--- src/rtl/hpq_pkg.sv ---
// Shared types, constants and the key ordering function for the min-heap priority queue.
`default_nettype none

package hpq_pkg;

    localparam int CAPACITY    = 64;
    localparam int KEY_WIDTH   = 32;
    localparam int ADDR_W      = $clog2(CAPACITY);
    localparam int CNT_W       = $clog2(CAPACITY + 1);
    localparam int IDX_W       = ADDR_W + 2;
    localparam int IN_TDATA_W  = ((KEY_WIDTH + 7) / 8) * 8;
    localparam int OUT_TDATA_W = ((KEY_WIDTH + CNT_W + 7) / 8) * 8;
    localparam int CFG_ADDR_W  = 3;
    localparam int CFG_DATA_W  = 32;

    localparam logic OP_INSERT  = 1'b0;
    localparam logic OP_EXTRACT = 1'b1;

    localparam logic [0:0] REG_COMPARE_SIGNED = 1'b0;

    typedef logic [KEY_WIDTH-1:0] key_t;

    typedef enum logic [1:0] {
        ST_OK    = 2'd0,
        ST_FULL  = 2'd1,
        ST_EMPTY = 2'd2
    } status_t;

    typedef struct packed {
        logic accept;
        logic ins_begin;
        logic ext_begin;
        logic set_full;
        logic set_empty;
        logic ext_load;
        logic rd_parent;
        logic rd_children;
        logic wr_elem;
        logic up_step;
        logic dn_step;
        logic out_load;
    } dp_cmd_t;

    typedef struct packed {
        logic is_extract;
        logic full;
        logic empty;
        logic pos_zero;
        logic count_zero;
        logic up_less;
        logic lc_valid;
        logic dn_move;
        logic out_free;
    } dp_stat_t;

    function automatic logic key_less(input key_t a, input key_t b, input logic sgn);
        key_t flip;
        flip = '0;
        flip[KEY_WIDTH-1] = sgn;
        return (a ^ flip) < (b ^ flip);
    endfunction

endpackage

`default_nettype wire

--- src/rtl/binary_min_heap_priority_queue_unit.sv ---
// Top level of the min-heap priority queue: stream ports, configuration register, controller and datapath.
//
// Each input beat either inserts a key (tuser 0) or extracts the minimum (tuser 1), and yields
// exactly one output beat carrying the extracted key, a status code and the occupancy after the
// operation. Items are handled one at a time; the cost is set by the single heap RAM with a
// registered read, where every heap level takes a read state and a compare-and-write state.
// An insert moves its key up at most 6 levels at capacity 64 and stops at the root or below
// it. An extract moves the last key from the root down at most 5 levels and ends on a node
// without children or above its children, or skips the sift when the heap becomes empty. A
// dropped insert or an extract from an empty heap goes straight to the result. A new beat is
// taken while the previous result still waits in the output register, but its own result waits
// until that register is free. The ordering register compare_signed (address 0) selects
// unsigned or two's complement comparison and must only be written while the queue is idle.
`default_nettype none

module binary_min_heap_priority_queue_unit (
    input  wire logic                                clk,
    input  wire logic                                rst_n,
    // s_tdata: key
    input  wire logic [hpq_pkg::IN_TDATA_W-1:0]      s_tdata,
    // s_tuser: operation
    input  wire logic                                s_tuser,
    input  wire logic                                s_tvalid,
    output logic                                     s_tready,
    // m_tdata: min_key, occupancy, zero padding
    output logic      [hpq_pkg::OUT_TDATA_W-1:0]     m_tdata,
    // m_tuser: status
    output logic      [1:0]                          m_tuser,
    output logic                                     m_tvalid,
    input  wire logic                                m_tready,
    input  wire logic                                psel,
    input  wire logic                                penable,
    input  wire logic                                pwrite,
    input  wire logic [hpq_pkg::CFG_ADDR_W-1:0]      paddr,
    input  wire logic [hpq_pkg::CFG_DATA_W-1:0]      pwdata,
    output logic      [hpq_pkg::CFG_DATA_W-1:0]      prdata,
    output logic                                     pready
);

    hpq_pkg::dp_cmd_t  cmd;
    hpq_pkg::dp_stat_t stat;

    logic       cs_reg, cs_next;
    logic [0:0] reg_index;
    logic       cfg_write;

    assign pready    = 1'b1;
    assign reg_index = paddr[hpq_pkg::CFG_ADDR_W-1:2];
    assign cfg_write = psel && penable && pwrite && pready;

    always_comb
    begin
        cs_next = cs_reg;
        if (cfg_write && reg_index == hpq_pkg::REG_COMPARE_SIGNED)
        begin
            cs_next = pwdata[0];
        end
        prdata = '0;
        if (reg_index == hpq_pkg::REG_COMPARE_SIGNED)
        begin
            prdata = {{(hpq_pkg::CFG_DATA_W - 1){1'b0}}, cs_reg};
        end
    end

    always_ff @(posedge clk or negedge rst_n)
    begin
        if (!rst_n)
        begin
            cs_reg <= 1'b0;
        end
        else
        begin
            cs_reg <= cs_next;
        end
    end

    hpq_ctrl u_ctrl (
        .clk      (clk),
        .rst_n    (rst_n),
        .s_tvalid (s_tvalid),
        .s_tready (s_tready),
        .stat     (stat),
        .cmd      (cmd)
    );

    hpq_datapath u_datapath (
        .clk            (clk),
        .rst_n          (rst_n),
        .cmd            (cmd),
        .stat           (stat),
        .in_op          (s_tuser),
        .in_key         (s_tdata),
        .compare_signed (cs_reg),
        .m_tvalid       (m_tvalid),
        .m_tready       (m_tready),
        .m_tdata        (m_tdata),
        .m_tuser        (m_tuser)
    );

endmodule

`default_nettype wire

--- src/rtl/hpq_ram.sv ---
// Generic RAM with one write port and two registered read ports.
`default_nettype none

module hpq_ram #(
    parameter int WIDTH = 32,
    parameter int DEPTH = 64
) (
    input  wire logic                     clk,
    input  wire logic                     wr_en,
    input  wire logic [$clog2(DEPTH)-1:0] wr_addr,
    input  wire logic [WIDTH-1:0]         wr_data,
    input  wire logic [$clog2(DEPTH)-1:0] rd_addr_a,
    output logic      [WIDTH-1:0]         rd_data_a,
    input  wire logic [$clog2(DEPTH)-1:0] rd_addr_b,
    output logic      [WIDTH-1:0]         rd_data_b
);

    logic [WIDTH-1:0] mem [DEPTH];

    always_ff @(posedge clk)
    begin
        if (wr_en)
        begin
            mem[wr_addr] <= wr_data;
        end
        rd_data_a <= mem[rd_addr_a];
        rd_data_b <= mem[rd_addr_b];
    end

endmodule

`default_nettype wire

--- src/rtl/hpq_datapath.sv ---
// Datapath of the heap: key store, sift position, occupancy count, comparators and output register.
`default_nettype none

module hpq_datapath (
    input  wire logic                                clk,
    input  wire logic                                rst_n,
    input  wire hpq_pkg::dp_cmd_t                    cmd,
    output hpq_pkg::dp_stat_t                        stat,
    input  wire logic                                in_op,
    input  wire logic [hpq_pkg::IN_TDATA_W-1:0]      in_key,
    input  wire logic                                compare_signed,
    output logic                                     m_tvalid,
    input  wire logic                                m_tready,
    output logic      [hpq_pkg::OUT_TDATA_W-1:0]     m_tdata,
    output logic      [1:0]                          m_tuser
);

    localparam int AW = hpq_pkg::ADDR_W;
    localparam int CW = hpq_pkg::CNT_W;
    localparam int IW = hpq_pkg::IDX_W;

    logic              op_reg, op_next;
    hpq_pkg::key_t     elem_reg, elem_next;
    logic [CW-1:0]     count_reg, count_next;
    logic [AW-1:0]     pos_reg, pos_next;
    hpq_pkg::key_t     min_reg, min_next;
    hpq_pkg::status_t  status_reg, status_next;
    logic              out_valid_reg, out_valid_next;
    hpq_pkg::key_t     out_key_reg, out_key_next;
    hpq_pkg::status_t  out_status_reg, out_status_next;
    logic [CW-1:0]     out_occ_reg, out_occ_next;

    logic [IW-1:0]     pos_ext, count_ext, lc, rc;
    logic [AW-1:0]     parent_addr, last_addr, dn_pos;
    logic [CW-1:0]     count_dec;
    logic              rc_valid, l_less, r_less, up_less;
    hpq_pkg::key_t     best_key, dn_key;

    logic              wr_en;
    logic [AW-1:0]     wr_addr, rd_addr_a, rd_addr_b;
    hpq_pkg::key_t     wr_data, rd_a, rd_b;

    assign pos_ext     = IW'(pos_reg);
    assign count_ext   = IW'(count_reg);
    assign lc          = (pos_ext << 1) + IW'(1);
    assign rc          = (pos_ext << 1) + IW'(2);
    assign parent_addr = (pos_reg - AW'(1)) >> 1;
    assign count_dec   = count_reg - CW'(1);
    assign last_addr   = count_dec[AW-1:0];
    assign rc_valid    = rc < count_ext;

    assign up_less  = hpq_pkg::key_less(elem_reg, rd_a, compare_signed);
    assign l_less   = hpq_pkg::key_less(rd_a, elem_reg, compare_signed);
    assign best_key = l_less ? rd_a : elem_reg;
    assign r_less   = rc_valid && hpq_pkg::key_less(rd_b, best_key, compare_signed);
    assign dn_key   = r_less ? rd_b : rd_a;
    assign dn_pos   = r_less ? rc[AW-1:0] : lc[AW-1:0];

    always_comb
    begin
        stat.is_extract = (op_reg == hpq_pkg::OP_EXTRACT);
        stat.full       = (count_reg == CW'(hpq_pkg::CAPACITY));
        stat.empty      = (count_reg == '0);
        stat.pos_zero   = (pos_reg == '0);
        stat.count_zero = (count_reg == '0);
        stat.up_less    = up_less;
        stat.lc_valid   = lc < count_ext;
        stat.dn_move    = l_less || r_less;
        stat.out_free   = !out_valid_reg || m_tready;
    end

    always_comb
    begin
        priority if (cmd.ext_begin)
        begin
            rd_addr_a = '0;
        end
        else if (cmd.rd_parent)
        begin
            rd_addr_a = parent_addr;
        end
        else
        begin
            rd_addr_a = lc[AW-1:0];
        end
        rd_addr_b = cmd.ext_begin ? last_addr : rc[AW-1:0];
        wr_en     = cmd.wr_elem || cmd.up_step || cmd.dn_step;
        wr_addr   = pos_reg;
        priority if (cmd.up_step)
        begin
            wr_data = rd_a;
        end
        else if (cmd.dn_step)
        begin
            wr_data = dn_key;
        end
        else
        begin
            wr_data = elem_reg;
        end
    end

    hpq_ram #(
        .WIDTH (hpq_pkg::KEY_WIDTH),
        .DEPTH (hpq_pkg::CAPACITY)
    ) u_store (
        .clk       (clk),
        .wr_en     (wr_en),
        .wr_addr   (wr_addr),
        .wr_data   (wr_data),
        .rd_addr_a (rd_addr_a),
        .rd_data_a (rd_a),
        .rd_addr_b (rd_addr_b),
        .rd_data_b (rd_b)
    );

    always_comb
    begin
        op_next         = op_reg;
        elem_next       = elem_reg;
        count_next      = count_reg;
        pos_next        = pos_reg;
        min_next        = min_reg;
        status_next     = status_reg;
        out_valid_next  = out_valid_reg;
        out_key_next    = out_key_reg;
        out_status_next = out_status_reg;
        out_occ_next    = out_occ_reg;

        if (cmd.accept)
        begin
            op_next   = in_op;
            elem_next = in_key[hpq_pkg::KEY_WIDTH-1:0];
        end
        if (cmd.ins_begin)
        begin
            pos_next    = count_reg[AW-1:0];
            count_next  = count_reg + CW'(1);
            status_next = hpq_pkg::ST_OK;
            min_next    = '0;
        end
        if (cmd.ext_begin)
        begin
            count_next  = count_dec;
            status_next = hpq_pkg::ST_OK;
        end
        if (cmd.set_full)
        begin
            status_next = hpq_pkg::ST_FULL;
            min_next    = '0;
        end
        if (cmd.set_empty)
        begin
            status_next = hpq_pkg::ST_EMPTY;
            min_next    = '0;
        end
        if (cmd.ext_load)
        begin
            min_next  = rd_a;
            elem_next = rd_b;
            pos_next  = '0;
        end
        if (cmd.up_step)
        begin
            pos_next = parent_addr;
        end
        if (cmd.dn_step)
        begin
            pos_next = dn_pos;
        end
        if (cmd.out_load)
        begin
            out_valid_next  = 1'b1;
            out_key_next    = min_reg;
            out_status_next = status_reg;
            out_occ_next    = count_reg;
        end
        else if (m_tready)
        begin
            out_valid_next = 1'b0;
        end
    end

    always_ff @(posedge clk or negedge rst_n)
    begin
        if (!rst_n)
        begin
            count_reg     <= '0;
            out_valid_reg <= 1'b0;
        end
        else
        begin
            count_reg     <= count_next;
            out_valid_reg <= out_valid_next;
        end
    end

    always_ff @(posedge clk)
    begin
        op_reg         <= op_next;
        elem_reg       <= elem_next;
        pos_reg        <= pos_next;
        min_reg        <= min_next;
        status_reg     <= status_next;
        out_key_reg    <= out_key_next;
        out_status_reg <= out_status_next;
        out_occ_reg    <= out_occ_next;
    end

    assign m_tvalid = out_valid_reg;
    assign m_tdata  = {{(hpq_pkg::OUT_TDATA_W - hpq_pkg::KEY_WIDTH - CW){1'b0}},
                       out_occ_reg, out_key_reg};
    assign m_tuser  = out_status_reg;

    a_count_bound: assert property (@(posedge clk) disable iff (!rst_n)
        count_reg <= CW'(hpq_pkg::CAPACITY))
        else $error("Occupancy count exceeds the heap capacity.");

    a_write_in_heap: assert property (@(posedge clk) disable iff (!rst_n)
        wr_en |-> (pos_ext < count_ext))
        else $error("Store write lands outside the occupied part of the heap.");

    a_full_occ: assert property (@(posedge clk) disable iff (!rst_n)
        (out_valid_reg && out_status_reg == hpq_pkg::ST_FULL)
            |-> (out_occ_reg == CW'(hpq_pkg::CAPACITY)))
        else $error("Full status reported while the heap is not full.");

    a_empty_occ: assert property (@(posedge clk) disable iff (!rst_n)
        (out_valid_reg && out_status_reg == hpq_pkg::ST_EMPTY) |-> (out_occ_reg == '0))
        else $error("Empty status reported while the heap holds keys.");

endmodule

`default_nettype wire

--- src/rtl/hpq_ctrl.sv ---
// Controller state machine that sequences insert, extract and the sift steps of the heap.
`default_nettype none

module hpq_ctrl (
    input  wire logic              clk,
    input  wire logic              rst_n,
    input  wire logic              s_tvalid,
    output logic                   s_tready,
    input  wire hpq_pkg::dp_stat_t stat,
    output hpq_pkg::dp_cmd_t       cmd
);

    typedef enum logic [2:0] {
        S_IDLE,
        S_START,
        S_EX_LOAD,
        S_UP_RD,
        S_UP_CMP,
        S_DN_RD,
        S_DN_CMP,
        S_DONE
    } state_t;

    state_t state_reg, state_next;

    always_comb
    begin
        state_next = state_reg;
        cmd        = '0;
        s_tready   = 1'b0;
        unique case (state_reg)
            S_IDLE:
            begin
                s_tready = 1'b1;
                if (s_tvalid)
                begin
                    cmd.accept = 1'b1;
                    state_next = S_START;
                end
            end
            S_START:
            begin
                if (!stat.is_extract)
                begin
                    if (stat.full)
                    begin
                        cmd.set_full = 1'b1;
                        state_next   = S_DONE;
                    end
                    else
                    begin
                        cmd.ins_begin = 1'b1;
                        state_next    = S_UP_RD;
                    end
                end
                else if (stat.empty)
                begin
                    cmd.set_empty = 1'b1;
                    state_next    = S_DONE;
                end
                else
                begin
                    cmd.ext_begin = 1'b1;
                    state_next    = S_EX_LOAD;
                end
            end
            S_EX_LOAD:
            begin
                cmd.ext_load = 1'b1;
                state_next   = stat.count_zero ? S_DONE : S_DN_RD;
            end
            S_UP_RD:
            begin
                if (stat.pos_zero)
                begin
                    cmd.wr_elem = 1'b1;
                    state_next  = S_DONE;
                end
                else
                begin
                    cmd.rd_parent = 1'b1;
                    state_next    = S_UP_CMP;
                end
            end
            S_UP_CMP:
            begin
                if (stat.up_less)
                begin
                    cmd.up_step = 1'b1;
                    state_next  = S_UP_RD;
                end
                else
                begin
                    cmd.wr_elem = 1'b1;
                    state_next  = S_DONE;
                end
            end
            S_DN_RD:
            begin
                if (stat.lc_valid)
                begin
                    cmd.rd_children = 1'b1;
                    state_next      = S_DN_CMP;
                end
                else
                begin
                    cmd.wr_elem = 1'b1;
                    state_next  = S_DONE;
                end
            end
            S_DN_CMP:
            begin
                if (stat.dn_move)
                begin
                    cmd.dn_step = 1'b1;
                    state_next  = S_DN_RD;
                end
                else
                begin
                    cmd.wr_elem = 1'b1;
                    state_next  = S_DONE;
                end
            end
            S_DONE:
            begin
                if (stat.out_free)
                begin
                    cmd.out_load = 1'b1;
                    state_next   = S_IDLE;
                end
            end
            default:
            begin
                state_next = S_IDLE;
            end
        endcase
    end

    always_ff @(posedge clk or negedge rst_n)
    begin
        if (!rst_n)
        begin
            state_reg <= S_IDLE;
        end
        else
        begin
            state_reg <= state_next;
        end
    end

endmodule

`default_nettype wire

--- config.mk ---
export PLATFORM = sky130hd
export DESIGN_NAME = binary_min_heap_priority_queue_unit
export DESIGN_NICKNAME = d
export VERILOG_FILES = /design/src/rtl/hpq_pkg.sv /design/src/rtl/binary_min_heap_priority_queue_unit.sv /design/src/rtl/hpq_ram.sv /design/src/rtl/hpq_datapath.sv /design/src/rtl/hpq_ctrl.sv
export SDC_FILE = /design/constraint.sdc
export NUM_CORES = 2
export LEC_CHECK = 0
export ABC_CLOCK_PERIOD_IN_PS = 10700
export BUFFER_PORTS_ARGS = -buffer_cell sky130_fd_sc_hd__buf_2
export CAP_MARGIN = 10
export CORE_AREA = 2 2 508 510
export CTS_CLUSTER_SIZE = 16
export DETAILED_ROUTE_END_ITERATION = 8
export DIE_AREA = 0 0 510 512
export GPL_TIMING_DRIVEN = 0
export SETUP_SLACK_MARGIN = 0.1
export SYNTH_ARGS = -nofsm -noshare
export SYNTH_HDL_FRONTEND = slang
export SYNTH_SLANG_ARGS = --single-unit
--- constraint.sdc ---
create_clock -name clk -period 10.7 [get_ports clk]
set_input_delay 0 -clock clk [delete_from_list [all_inputs] [get_ports clk]]
set_output_delay 0 -clock clk [all_outputs]
set_load 0.02 [all_outputs]
==> metrics.md <==
| Metric | Value |
|---|---|
| Status | `finished, violations left` |
| Failing checks | `capacitance limit, slew limit, setup timing` |
| # IOs | `152` |
| Vert. Die Dim | `512 um` |
| TritonCTS Buffers | `231` |
| Root Buffer | `clkbuf_16` |
| Port bufs | `85` |
| Sequential-to-total area share from yosys stat | `65.27%` |
| Worst EP required | `11.44 ns` |
| Number of flip-flops under the largest register name | `2048` |
| Post-synth top flop | `edfxtp_1` |
| Peak Freq | `93.22 MHz` |
| Post-Route WL | `444700 um` |
| Synth unique cells | `81` |
| First-pass GRT wire length | `591000 um` |
| Drt wl/cell | `41.81 um` |
| Slew @ Worst Pin | `1.709 ns` |
| Antenna-violating nets left | `0` |
| Setup CP Type | `flop to flop` |
| Final Max Tran Viols | `19` |
| Area growth from synthesis to layout | `17.63%` |
| Tcrit/Tclk final | `100.3%` |
| Clock Latency Late Sink | `0.93 ns` |
| Die area | `0.2611 mm2` |
| Core ar. | `0.2558 mm2` |
| Final setup skew | `0.04830 ns` |
| Final Hold Fails | `0` |
| Mean Syn Cell Area | `16.18 um2` |
| HPWL after DPL | `328000 um` |
| Seq. cell area | `0.06648 mm2` |
| Mapped Area | `0.1019 mm2` |
| R2R cell count | `21` |
| GRT overflow | `0` |
| Post-route minimum period | `10.73 ns` |
| Inst Count DP | `10090` |
| Post-layout util | `46.84%` |
| CTS max path bufs | `3` |
| Max Cap Viol | `2` |
| Hold Crit Depth | `4` |
| Drt pass-1 iters | `9` |
| Count leader, synth | `edfxtp_1` |
| Final std cells w/o fill | `10630` |
| Post-Place Worst Slack | `0.03986 ns` |
| Clock sink total | `2238` |
| Cell taking the most area after synthesis | `edfxtp_1` |
| Cell count after synthesis | `6295` |
| Worst reg2reg setup slack | `-0.03 ns` |
| CTS H-Tree Depth | `4` |
| TritonCTS clock tree | `done` |
| Rel. slew slack | `-13.91%` |
| Largest net degree at the start of global routing | `65` |
| First DRT Iteration DRCs | `14480` |
| FF+latch count, synth | `2238` |
| Fill count | `21810` |
| Most frequent cells after synthesis | `edfxtp_1, nand2_1, mux4_2` |
| Hold WC Path Type | `primary input to flop` |
| Tot GR Track Use | `33.26%` |
| Initial Util | `39.82%` |
| Die width | `510 um` |
| Asr flop ratio synth | `0.5362%` |
| Number of synthesized flops with an enable pin | `2160` |
| Remaining DRCs | `0` |
| CP startpoint kind | `flop` |
| Largest Register | `u_datapath.u_store.mem` |
| NumNets Final | `7166` |
| Initial antenna violation count | `62` |
| Top post-synthesis cells by area | `edfxtp_1, mux4_2, o221ai_1` |
| Critical Path Sink Type | `flop` |
| Post-CTS Setup Inserts | `0` |
| Row Count | `186` |
| Ys Warns | `0` |
| Clock transition at the registers of the reported paths | `0.06 ns` |
| Via count | `73230` |
| WP data arrival | `11.47 ns` |
| Yosys top cell area share | `63.68%` |
| Worst Path Max Fanout | `33` |
| Drt via density | `6.886` |
| Worst setup margin | `-0.02752 ns` |
| Vias in the first global route | `68930` |
| Area of the multi-input gates | `0.03311 mm2` |
| GPL Wtd Cong | `1.016` |
| Layout cells sized above 1 | `23.10%` |
| Unrepaired setup endpoints after global routing | `false` |
| Endpoints failing setup | `36` |
==> stage by stage <==
step,area [um2],hold WS [ns],TNS (ns)
after floorplan,102000,-0.2956,0
after global placement,106600,0.03027,-2201.62
after detailed placement,111200,0.03915,0
after CTS,119600,0.001243,0
after global routing,119700,0.05212,0
final,119800,0.01730,-0.4658
==> final timing paths <==
| kind | from | end |
|---|---|---|
| min in group asynchronous | rst_n | u_ctrl.state_reg[0] |
| worst max-delay path | u_datapath.u_store.rd_data_a[5] | u_datapath.u_store.mem[44][24] |
| worst min-delay path | s_tdata[3] | u_datapath.elem_reg[3] |
| worst max register to register | u_datapath.u_store.rd_data_a[5] | u_datapath.u_store.mem[44][24] |
| worst min register to register | u_datapath.min_reg[8] | u_datapath.out_key_reg[8] |
| max in group asynchronous | rst_n | cs_reg |
==> what timing repair did <==
action | 4_1_cts | 5_1_grt
endpoints found under the setup margin | 348 | 352
endpoints found under the hold margin | 50 | 0
gates resized for setup | 1 | 3
hold buffers | 60 | 0
==> worst max-delay path, stage by stage (launching register included) <==
cell             delay [ns]
dfxtp_1                0.44
inv_1                  0.17
ha_1                   0.35
nand4_1                0.14
nor4_1                 1.05
nand2_1                0.17
a22oi_1                0.42
clkbuf_2               0.62
clkbuf_1               0.42
a21oi_1                0.17
ha_1                   0.32
nand4_1                0.17
nor4_1                 0.95
nand3_1                0.41
a31oi_1                0.78
or3_1                  0.21
clkbuf_1               0.40
a31oi_2                0.42
nor2_2                 0.67
clkdlybuf4s15_1        1.00
a221o_2                0.88
buf_12                 0.27
==> final cells by class <==
| type | count | share of cell area (%) |
|---|---|---|
| Timing Repair Buffer | 453 | 4.179 |
| Multi-Input combinational cell | 3463 | 27.64 |
| Inverter | 49 | 0.1535 |
| Buffer | 576 | 2.377 |
| Clock buffer | 266 | 4.970 |
| Antenna cell | 35 | 0.07310 |
| Clock inverter | 170 | 1.583 |
| Tap cell | 3384 | 3.534 |
| Sequential cell | 2238 | 55.49 |
==> routing by layer <==
metal  vias up  part of all wire, %  global-route usage [%]
met4        32                  7.7                   20.98
met3      1278                   14                   11.86
li1      27920                    -                       -
met2      6324                   43                   48.14
met1     37680                   36                   42.33
met5         -                0.066                  0.2963
==> placed cells by master, fill, tap and decap left out, types with 101 or more instances in the layout <==
cell       instances
a32oi_1          128
a21oi_1          219
o211ai_1         101
clkbuf_16        233
buf_2            160
mux4_2           576
clkbuf_1         392
edfxtp_1        2160
buf_6            242
nand3_1          243
mux2i_1          295
o221ai_1         448
nand2_1          615
==> logic make-up (layout without fill, tap and decap cells) <==
group / Yosys count / in the layout / synth area share, %
other: 2 / 68 / 0.007373
adders and majority gates: 79 / 79 / 0.9704
buffers and inverters: 625 / 1514 / 2.963
DFF: 2238 / 2238 / 65.27
AOI/OAI and AO/OA: 1217 / 1217 / 9.336
muxes: 873 / 873 / 15.66
and+or+nand+nor: 1241 / 1241 / 5.622
xor gates and xnor gates: 20 / 20 / 0.1720
Power is left out: the tool's default activity adds up to more than one toggle a clock period on the data nets, which glitch-free logic cannot reach.
